File: config.mk
export PLATFORM = sky130hd
export DESIGN_NAME = lpht_ctrl
export DESIGN_NICKNAME = d
export VERILOG_FILES = /design/src/sv/lpht_pkg.sv /design/src/sv/lpht_ctrl.sv
export SDC_FILE = /design/constraint.sdc
export NUM_CORES = 1
export LEC_CHECK = 0
export BUFFER_PORTS_ARGS = -buffer_cell sky130_fd_sc_hd__buf_2
export CAP_MARGIN = 15
export CELL_PAD_IN_SITES_DETAIL_PLACEMENT = 1
export CELL_PAD_IN_SITES_GLOBAL_PLACEMENT = 2
export CORE_UTILIZATION = 20
export CTS_CLUSTER_DIAMETER = 100
export DETAILED_ROUTE_END_ITERATION = 8
export PLACE_DENSITY_LB_ADDON = 0.1
export SYNTH_ARGS = -nofsm -noshare
export SYNTH_HDL_FRONTEND = slang
export SYNTH_SLANG_ARGS = --single-unit
File: constraint.sdc
create_clock -name i_clk -period 1.5 [get_ports i_clk]
set_input_delay 0.225 -clock i_clk [delete_from_list [all_inputs] [get_ports i_clk]]
set_output_delay 0.225 -clock i_clk [all_outputs]
set_load 0.01 [all_outputs]
File: src/sv/lpht_pkg.sv
// Shared constants, codes and controller/datapath interface structs for the
// linear-probe hash table. No dependencies.
`default_nettype none

package lpht_pkg;

    // Default table size; the top level hands its TABLE_SLOTS down from here.
    localparam int TABLE_SLOTS_DEF = 256;
    // Bytes of the key that count; bytes at or past this are forced to zero.
    localparam int KEY_BYTES = 8;

    localparam int KEY_W       = 64;
    localparam int VAL_W       = 31;
    localparam int STATUS_W    = 2;
    localparam int SLOT_W      = 8;
    localparam int IN_TDATA_W  = 96;
    localparam int OUT_TDATA_W = 8;

    // djb2
    localparam logic [31:0] HASH_SEED  = 32'd5381;
    localparam int          HASH_SHIFT = 5;

    // Request kinds
    localparam logic OP_SEARCH = 1'b0;
    localparam logic OP_INSERT = 1'b1;

    // Result codes
    localparam logic [STATUS_W-1:0] ST_OK     = 2'd0;
    localparam logic [STATUS_W-1:0] ST_FULL   = 2'd1;
    localparam logic [STATUS_W-1:0] ST_ABSENT = 2'd2;

    // Controller -> datapath
    typedef struct packed {
        logic load;      // capture request word
        logic clr_step;  // clear one flag entry
        logic hash_step; // fold one key byte into the hash
        logic mod_step;  // one stage of the remainder
        logic rd;        // read tables at probe position
        logic eval;      // judge the slot just read
        logic emit;      // move result into output register
    } t_cmd;

    // Datapath -> controller
    typedef struct packed {
        logic clr_last;
        logic hash_last;
        logic mod_last;
        logic eval_done;
        logic out_busy;
    } t_sts;

endpackage

`default_nettype wire

File: src/sv/lpht_ctrl.sv
// Sequencing state machine for the hash table: clear pass, hash, remainder,
// probe loop, result handoff. Depends on lpht_pkg.
`default_nettype none

module lpht_ctrl (
    input  wire logic            i_clk,
    input  wire logic            i_rst_n,
    input  wire logic            i_in_valid,
    output logic                 o_in_ready,
    input  wire lpht_pkg::t_sts  i_sts,
    output lpht_pkg::t_cmd       o_cmd
);
    import lpht_pkg::*;

    localparam logic [2:0] S_CLEAR = 3'd0;
    localparam logic [2:0] S_IDLE  = 3'd1;
    localparam logic [2:0] S_HASH  = 3'd2;
    localparam logic [2:0] S_MOD   = 3'd3;
    localparam logic [2:0] S_READ  = 3'd4;
    localparam logic [2:0] S_EVAL  = 3'd5;
    localparam logic [2:0] S_DONE  = 3'd6;

    logic [2:0] r_state;
    logic [2:0] n_state;

    always_comb begin
        n_state = r_state;
        o_cmd   = '0;
        case (r_state)
            S_CLEAR: begin
                o_cmd.clr_step = 1'b1;
                if (i_sts.clr_last) n_state = S_IDLE;
            end
            S_IDLE: begin
                if (i_in_valid) begin
                    o_cmd.load = 1'b1;
                    n_state    = S_HASH;
                end
            end
            S_HASH: begin
                o_cmd.hash_step = 1'b1;
                if (i_sts.hash_last) n_state = S_MOD;
            end
            S_MOD: begin
                o_cmd.mod_step = 1'b1;
                if (i_sts.mod_last) n_state = S_READ;
            end
            S_READ: begin
                o_cmd.rd = 1'b1;
                n_state  = S_EVAL;
            end
            S_EVAL: begin
                o_cmd.eval = 1'b1;
                n_state    = i_sts.eval_done ? S_DONE : S_READ;
            end
            S_DONE: begin
                if (!i_sts.out_busy) begin
                    o_cmd.emit = 1'b1;
                    n_state    = S_IDLE;
                end
            end
            default: n_state = S_IDLE;
        endcase
    end

    always_ff @(posedge i_clk) begin
        if (!i_rst_n) begin
            r_state <= S_CLEAR;
        end else begin
            r_state <= n_state;
        end
    end

    assign o_in_ready = (r_state == S_IDLE);

endmodule

`default_nettype wire

Word-level counts from Yosys, hierarchy flattened
Index checks and enable logic that the tools add are counted.
{ "word_totals": {"regBits": 3, "input_bits": 8, "word_cells": 30, "out_inout_bits": 8} }
{ "classes": {"mux": 16, "eq_ne": 11, "reduce_logical": 2} }
{ "op_table": {"columns": ["cell", "count"], "rows": [
  ["3-bit case mux with 7 select lines", 1],
  ["3-bit 2-to-1 mux", 5],
  ["2-bit != test (second input constant)", 5],
  ["3-bit == test (second input constant)", 3],
  ["1-bit 2-to-1 mux", 9],
  ["3-bit by 2-bit == test with 1-bit output (second input constant)", 2],
  ["5-bit AND reduction", 1],
  ["3-bit by 1-bit == test with 1-bit output (second input constant)", 1],
  ["3-bit logical NOT", 1],
  ["2-bit 2-to-1 mux", 1]
]} }

Longest topological paths before layout
Gate-level depths: netlist of run 1.
{ "logic_depth": {"depth_word": 3, "depth_mapped": 4, "depth_no_buf": 3} }

Least setup slack after synthesis of run 1
No wires, ideal clock.
{ "synth_path": {"kind": "register -> output", "start": "reg r_state[2]", "end": "out o_cmd[0] (netlist bit)", "arrival_ns": 0.963, "setup_slack_ns": 0.312, "path_stages_with_launch": 3, "required_ns": 1.275, "n_path_buf": 1, "cell_sequence": "dfxtp_1 > buf_6 > nor4b_1"} }
{ "synth_rtl": {"columns": ["element", "line_no", "text"], "rows": [
  ["start: declaration", "lpht_ctrl.sv:23", "logic [2:0] r_state;"],
  ["start signal: assignment", "lpht_ctrl.sv:70", "r_state <= n_state;"],
  ["end: declaration", "lpht_ctrl.sv:11", "output lpht_pkg::t_cmd o_cmd"]
]} }

==> results of run 1 <==
==> per-layer routing <==
layer  vias up  track usage  share of wire
met4         0        0.155          0.014
li1        167            -              -
met1       150        0.141           0.43
met5         -            0              0
met2        14        0.263           0.50
met3         2       0.0347          0.053
==> cells by family after synthesis <==
logic type	count (synthesis)	share of synthesized area
buffers and inverters	5	0.140
AO/OA/AOI/OAI	9	0.215
AND/OR/NAND/NOR	19	0.421
flip-flops	3	0.224
==> where the power goes <==
group          switching, µW  internal, µW
registers               25.1          92.3
clock network           43.8          99.8
logic                   70.0          59.9
total                    139           252
==> worst max-delay path, stage by stage (launching register included) <==
cell     delay (ps)
dfxtp_1         400
inv_2           100
nor4b_2         260
buf_2           170
==> per-stage QoR <==
stage          instances  setup slack (ps)
6_report              67               116
5_1_grt               67              3.78
4_1_cts               67              54.7
3_5_place_dp          63               253
3_3_place_gp          63               241
2_1_floorplan         36               312
==> area by class of cell <==
cell class | instances | share of cell area
clock buffers | 4 | 0.0705
flip-flops and latches | 3 | 0.168
multi-input cells | 28 | 0.473
repair buffers | 16 | 0.221
well taps | 14 | 0.0470
inverters | 2 | 0.0201
==> what timing repair did <==
item | CTS | global route
endpoints found under the hold margin | 0 | 0
gates resized for setup | 2 | 1
pin swaps | 0 | 0
setup endpoints to repair | 2 | 1
hold buffers | 0 | 0
==> how the worst max path moves through the flow <==
stage / from / end
finish: r_state[1] / o_cmd[0]
global route: r_state[1] / o_cmd[0]
detailed placement: r_state[2] / o_cmd[0]
floorplan: r_state[2] / o_cmd[0]
global placement: r_state[2] / o_cmd[0]
CTS: r_state[1] / o_cmd[0]
==> layout by cell type (no fill, tap or decap) <==
cell type | synthesis | layout
o41ai_1 | 1 | 1
and3_1 | 3 | 3
o21ai_1 | 2 | 2
o21ai_0 | 1 | 1
buf_4 | 1 | 1
nor4b_2 | 0 | 1
nor2b_1 | 2 | 2
a21oi_1 | 2 | 2
nor2_1 | 1 | 1
clkbuf_4 | 0 | 3
a211oi_1 | 1 | 1
nor3_1 | 5 | 5
clkbuf_1 | 0 | 1
and3b_1 | 1 | 1
nand3b_1 | 1 | 1
buf_2 | 0 | 15
a21boi_1 | 1 | 1
nand2b_1 | 1 | 1
dfxtp_1 | 3 | 1
and4b_1 | 1 | 1
dfxtp_2 | 0 | 2
nand2_1 | 3 | 3
inv_2 | 1 | 1
a311oi_1 | 1 | 1
inv_1 | 1 | 1
==> summary.txt, run 1 <==
Run status
  • Outcome: finished, final reports clean

Drt
  • Drt drc: 0
  • Routed WL per cell: around 13 µm
  • Initial DRC Count: 1
  • Drt total wl: 846 µm
  • Antenna-violating nets left: 0
  • DR vias: around 330
  • DR pass1 iterations: 2
  • Drt via density: 4.97

Global routing
  • GRT overflow: 0
  • Largest net degree at the start of global routing: 17
  • First-pass GRT wire length: 1.42 mm
  • Initial antenna violation count: 0
  • Vias in the first global route: 338
  • GRT Total Usage: 0.153

Placed design
  • Post-placement cell area: 338 µm²
  • RePlAce Congestion: 0.710
  • Detailed Place HPWL: 641 µm
  • # port buffers: 15

Synth
  • Synth top area share: 0.224
  • Largest area contributor in the netlist: dfxtp_1
  • Most used DFF post-synth: dfxtp_1
  • Post-Syn Instances: 36
  • Netlist cell types: 22
  • Ys Warns: 0
  • Seq cells post-synth: 3
  • Syn Nets: 44
  • Post-synthesis sequential area ratio: 0.224
  • Post-synth top cells: nor3_1 (5), and3_1 (3), dfxtp_1 (3), nand2_1 (3)
  • FFs w/ async S/R, synth: 0
  • Mapped cell area: 268 µm²
  • Avg Inst Size Synth: roughly 7.4 µm²
  • Count leader, synth: nor3_1
  • Post-synth EDFFs: 0
  • Leading post-synthesis cells by cell area: dfxtp_1 (22%), nor3_1 (9.3%), buf_6 (8.4%)

Floorplanning
  • Die Wd: approximately 39 µm
  • IO Count: 16
  • Die area: ~1500 µm²
  • Height of the die: 38.6 µm
  • Row count: 12
  • Starting Density: 0.229
  • Core area: about 1200 µm²

Clock tree
  • Root Driver: clkbuf_4
  • Post-CTS setup buffer count: 0
  • Clk slew on worst S/H paths: 40 ps
  • CTS tree: yes
  • H-tree depth: 1
  • Sink Count: 3
  • Clk_lat worst skew: 230 ps
  • CTS buffer count: 3
  • Clk buf depth: 2

Worst setup path
  • Critical path fanouts, max: 6
  • R2R cell count: 3
  • CP Capture Type: output port
  • Type of origin of the critical path: register
  • Setup slack, reg-to-reg: 380 ps
  • R2r startpoint: r_state[1]
  • Crit Path Class: reg2out
  • Arr. time, crit path: 1160 ps
  • WP data required: 1270 ps
  • Reg-to-Reg End: r_state[0]

Finish
  • Largest registers: r_state x3
  • Area of the multi-input gates: 176 µm²
  • # diodes: 0
  • Register area: 62.6 µm²
  • Fillers: 167
  • Proportion of layout cells with a drive suffix above 1: 0.434
  • Final Cell Area: 373 µm²
  • Area growth from synthesis to layout: 39.3%
  • Reg with most FFs: r_state
  • Post-layout util: 0.318
  • Fin nets: 62
  • Max FFs per register: 3

STA
  • Final period utilization: 0.922
  • Layout Skew: between 1 and 1.5 ps
  • RSZ-0062 raised after global routing: false
  • Rel. slew slack: 0.776
  • Least-Margin Pin Slew: ~330 ps
  • Final setup TNS: 0 ps
  • Final min period: 1380 ps
  • Final hold violations: 0
  • Count of final setup violators: 0
  • Fin Hold WS: approximately 250 ps
  • Fin. max-slew vios: 0
  • Fmax: 723 MHz

Power and ir drop
  • Worst vdd ir: 0.212 mV
  • Leak pwr: 0.000183 µW
  • Power per Cell Area: 1050 nW/µm²
  • Power Total: 391 µW

Worst hold path
  • Hold Path Class: in2reg
  • Min-Delay Startpoint: i_sts[2]
  • Hold-critical path depth: 3
  • Hold EP: r_state[2]

Flow run
  • Max Cap Violations: 0
No activity file was read; power rests on OpenSTA's default activity.
==> run 2, diff against run 1 <==
Settings changed: PLACE_DENSITY set to 0.84, PLACE_DENSITY_LB_ADDON 0.1 to unset.
==> run 2 against run 1 <==
Net effect:
- non-clock buffer count fell by 1
- sequential share of layout area rose by 0.93 points
- sequential power rose by 7%
- setup slack got worse by 28 ps
- clock power barely moved
- fmax fell by 2.0%
- first-iteration DRC count rose to 8.0 times the previous value
- via count fell by 7.2%
- register-to-register slack improved by 90 ps
==> summary.txt, run 2 (synthesized netlist as in run 1, its figures left out) <==
Drt
  • Antenna-violating nets left: 0 (unchanged)
  • DR pass1 iterations: 4 (was 2)
  • Drt total wl: 737 µm (was 846 µm)
  • Initial DRC Count: 8 (was 1)
  • Drt via density: 4.68 (was 4.97)
  • DR vias: 309 (was 333)
  • Routed WL per cell: 11.2 µm (was 12.6 µm)
  • Drt drc: 0 (unchanged)

STA
  • Fmax: 708 MHz (was 723 MHz)
  • Rel. slew slack: 0.821 (was 0.776)
  • Fin. max-slew vios: 0 (unchanged)
  • Least-Margin Pin Slew: 265 ps (was 332 ps)
  • Layout Skew: 1.96 ps (was 1.00 ps)
  • Final hold violations: 0 (unchanged)
  • Final setup TNS: 0 ps (unchanged)
  • Final period utilization: 0.941 (was 0.922)
  • Count of final setup violators: 0 (unchanged)
  • RSZ-0062 raised after global routing: false (unchanged)
  • Final min period: 1410 ps (was 1380 ps)
  • Fin Hold WS: 245 ps (was 246 ps)

Worst hold path
  • Hold Path Class: in2reg (unchanged)
  • Hold-critical path depth: 3 (unchanged)

Finish
  • Max FFs per register: 3 (unchanged)
  • Post-layout util: 0.308 (was 0.318)
  • Area growth from synthesis to layout: 34.6% (was 39.3%)
  • Final Cell Area: 360 µm² (was 373 µm²)
  • Reg with most FFs: r_state (unchanged)
  • # diodes: 0 (unchanged)
  • Fin nets: 61 (was 62)
  • Fillers: 158 (was 167)
  • Commonest non-fill, non-tap cell in the layout: buf_2 (unchanged)
  • Proportion of layout cells with a drive suffix above 1: 0.423 (was 0.434)
  • Largest registers: r_state x3 (unchanged)
  • Commonest cells after routing, fill and taps aside: buf_2 (15), nor3_1 (5) (was buf_2 (15), nor3_1 (5), and3_1 (3), nand2_1 (3), clkbuf_4 (3))

Floorplanning
  • IO Count: 16 (unchanged)
  • Die Wd: 38.6 µm (unchanged)
  • Height of the die: 38.6 µm (unchanged)
  • Starting Density: 0.229 (unchanged)
  • Row count: 12 (unchanged)
  • Die area: 1490 µm² (unchanged)
  • Core area: 1170 µm² (unchanged)

Power and ir drop
  • Leak pwr: 0.000178 µW (was 0.000183 µW)
  • Power per Cell Area: 1050 nW/µm² (about the same)
  • Worst vdd ir: 0.276 mV (was 0.212 mV)

Clock tree
  • Hold_buf cts: 0 (unchanged)
  • Post-CTS setup buffer count: 0 (unchanged)
  • H-tree depth: 1 (unchanged)
  • Clk buf depth: 2 (unchanged)
  • Sink Count: 3 (unchanged)
  • Root Driver: clkbuf_4 (unchanged)
  • Clk slew on worst S/H paths: 40 ps (about the same)
  • CTS buffer count: 3 (unchanged)
  • CTS tree: yes (unchanged)
  • Clk_lat worst skew: 230 ps (about the same)

Worst setup path
  • Type of origin of the critical path: register (unchanged)
  • CP Capture Type: output port (unchanged)
  • WP data required: 1270 ps (about the same)
  • R2R cell count: 3 (unchanged)
  • Arr. time, crit path: 1190 ps (was 1160 ps)
  • Critical path fanouts, max: 10 (was 6)
  • Setup slack, reg-to-reg: 470 ps (was 380 ps)
  • Crit Path Class: reg2out (unchanged)

Placed design
  • RePlAce Congestion: 0.737 (was 0.710)
  • Detailed Place HPWL: 524 µm (was 641 µm)
  • Post-placement cell area: 330 µm² (was 338 µm²)
  • # port buffers: 15 (unchanged)

Global routing
  • GRT overflow: 0 (unchanged)
  • Vias in the first global route: 260 (was 338)
  • Initial antenna violation count: 0 (unchanged)
  • GRT Total Usage: 0.102 (was 0.153)
  • First-pass GRT wire length: 1.05 mm (was 1.42 mm)
  • Largest net degree at the start of global routing: 17 (unchanged)

Flow run
  • Max Cap Violations: 0 (unchanged)

Run status
  • Outcome: finished, final reports clean (unchanged)
==> run 2: cell count changes in the layout (fill, tap and decap cells not counted), sizes merged <==
cell,previous run,this run
buf,16,15
==> run 2: worst paths after layout <==
check,startpoint,endpoint
worst max-delay path,r_state[1],o_cmd[0]
worst min-delay path,i_rst_n,r_state[0]
worst max register to register,r_state[2],r_state[0]
worst min register to register,r_state[1],r_state[0]
==> run 2: routing by layer <==
layer	track usage	share of wire	vias to the layer above
li1	-	-	165
met4	0.0517	0	0
met3	0.0173	0.042	0
met1	0.128	0.49	134
met5	0	0	-
met2	0.163	0.46	10
==> run 2: final cells by class <==
cell class,count,area [µm²],area share
Clock buffer,4,26.3,0.0729
Inverter,2,7.51,0.0208
Multi-Input combinational cell,28,170,0.472
Sequential cell,3,63.8,0.177
Tap cell,14,17.5,0.0486
Timing Repair Buffer,15,75.1,0.208
==> run 2: what timing repair did <==
item | 4_1_cts | 5_1_grt
setup endpoints to repair | 2 | 3
resized for setup | 2 | 1
hold endpoints to repair | 0 | 0
==> run 2: worst max-delay path: stages (launching register included) <==
cell	delay (ps)
dfxtp_2	420
inv_2	90
nor4b_1	270
buf_2	170
==> run 2: power breakdown <==
part | switching, µW | total [µW] | leakage (µW) | internal, µW
sequential | 31.9 | 125 | 0.0000258 | 93.4
clock | 42.6 | 142 | 0.0000150 | 99.8
combinational | 57.1 | 111 | 0.000137 | 54.1
==> run 2: through the flow <==
stage	setup slack, ps	std cells	total power [µW]
detailed placement	218	62	236
finish	88.2	66	379
floorplan	312	36	204
CTS	1.10	66	384
global placement	236	62	235
global route	19.1	66	409
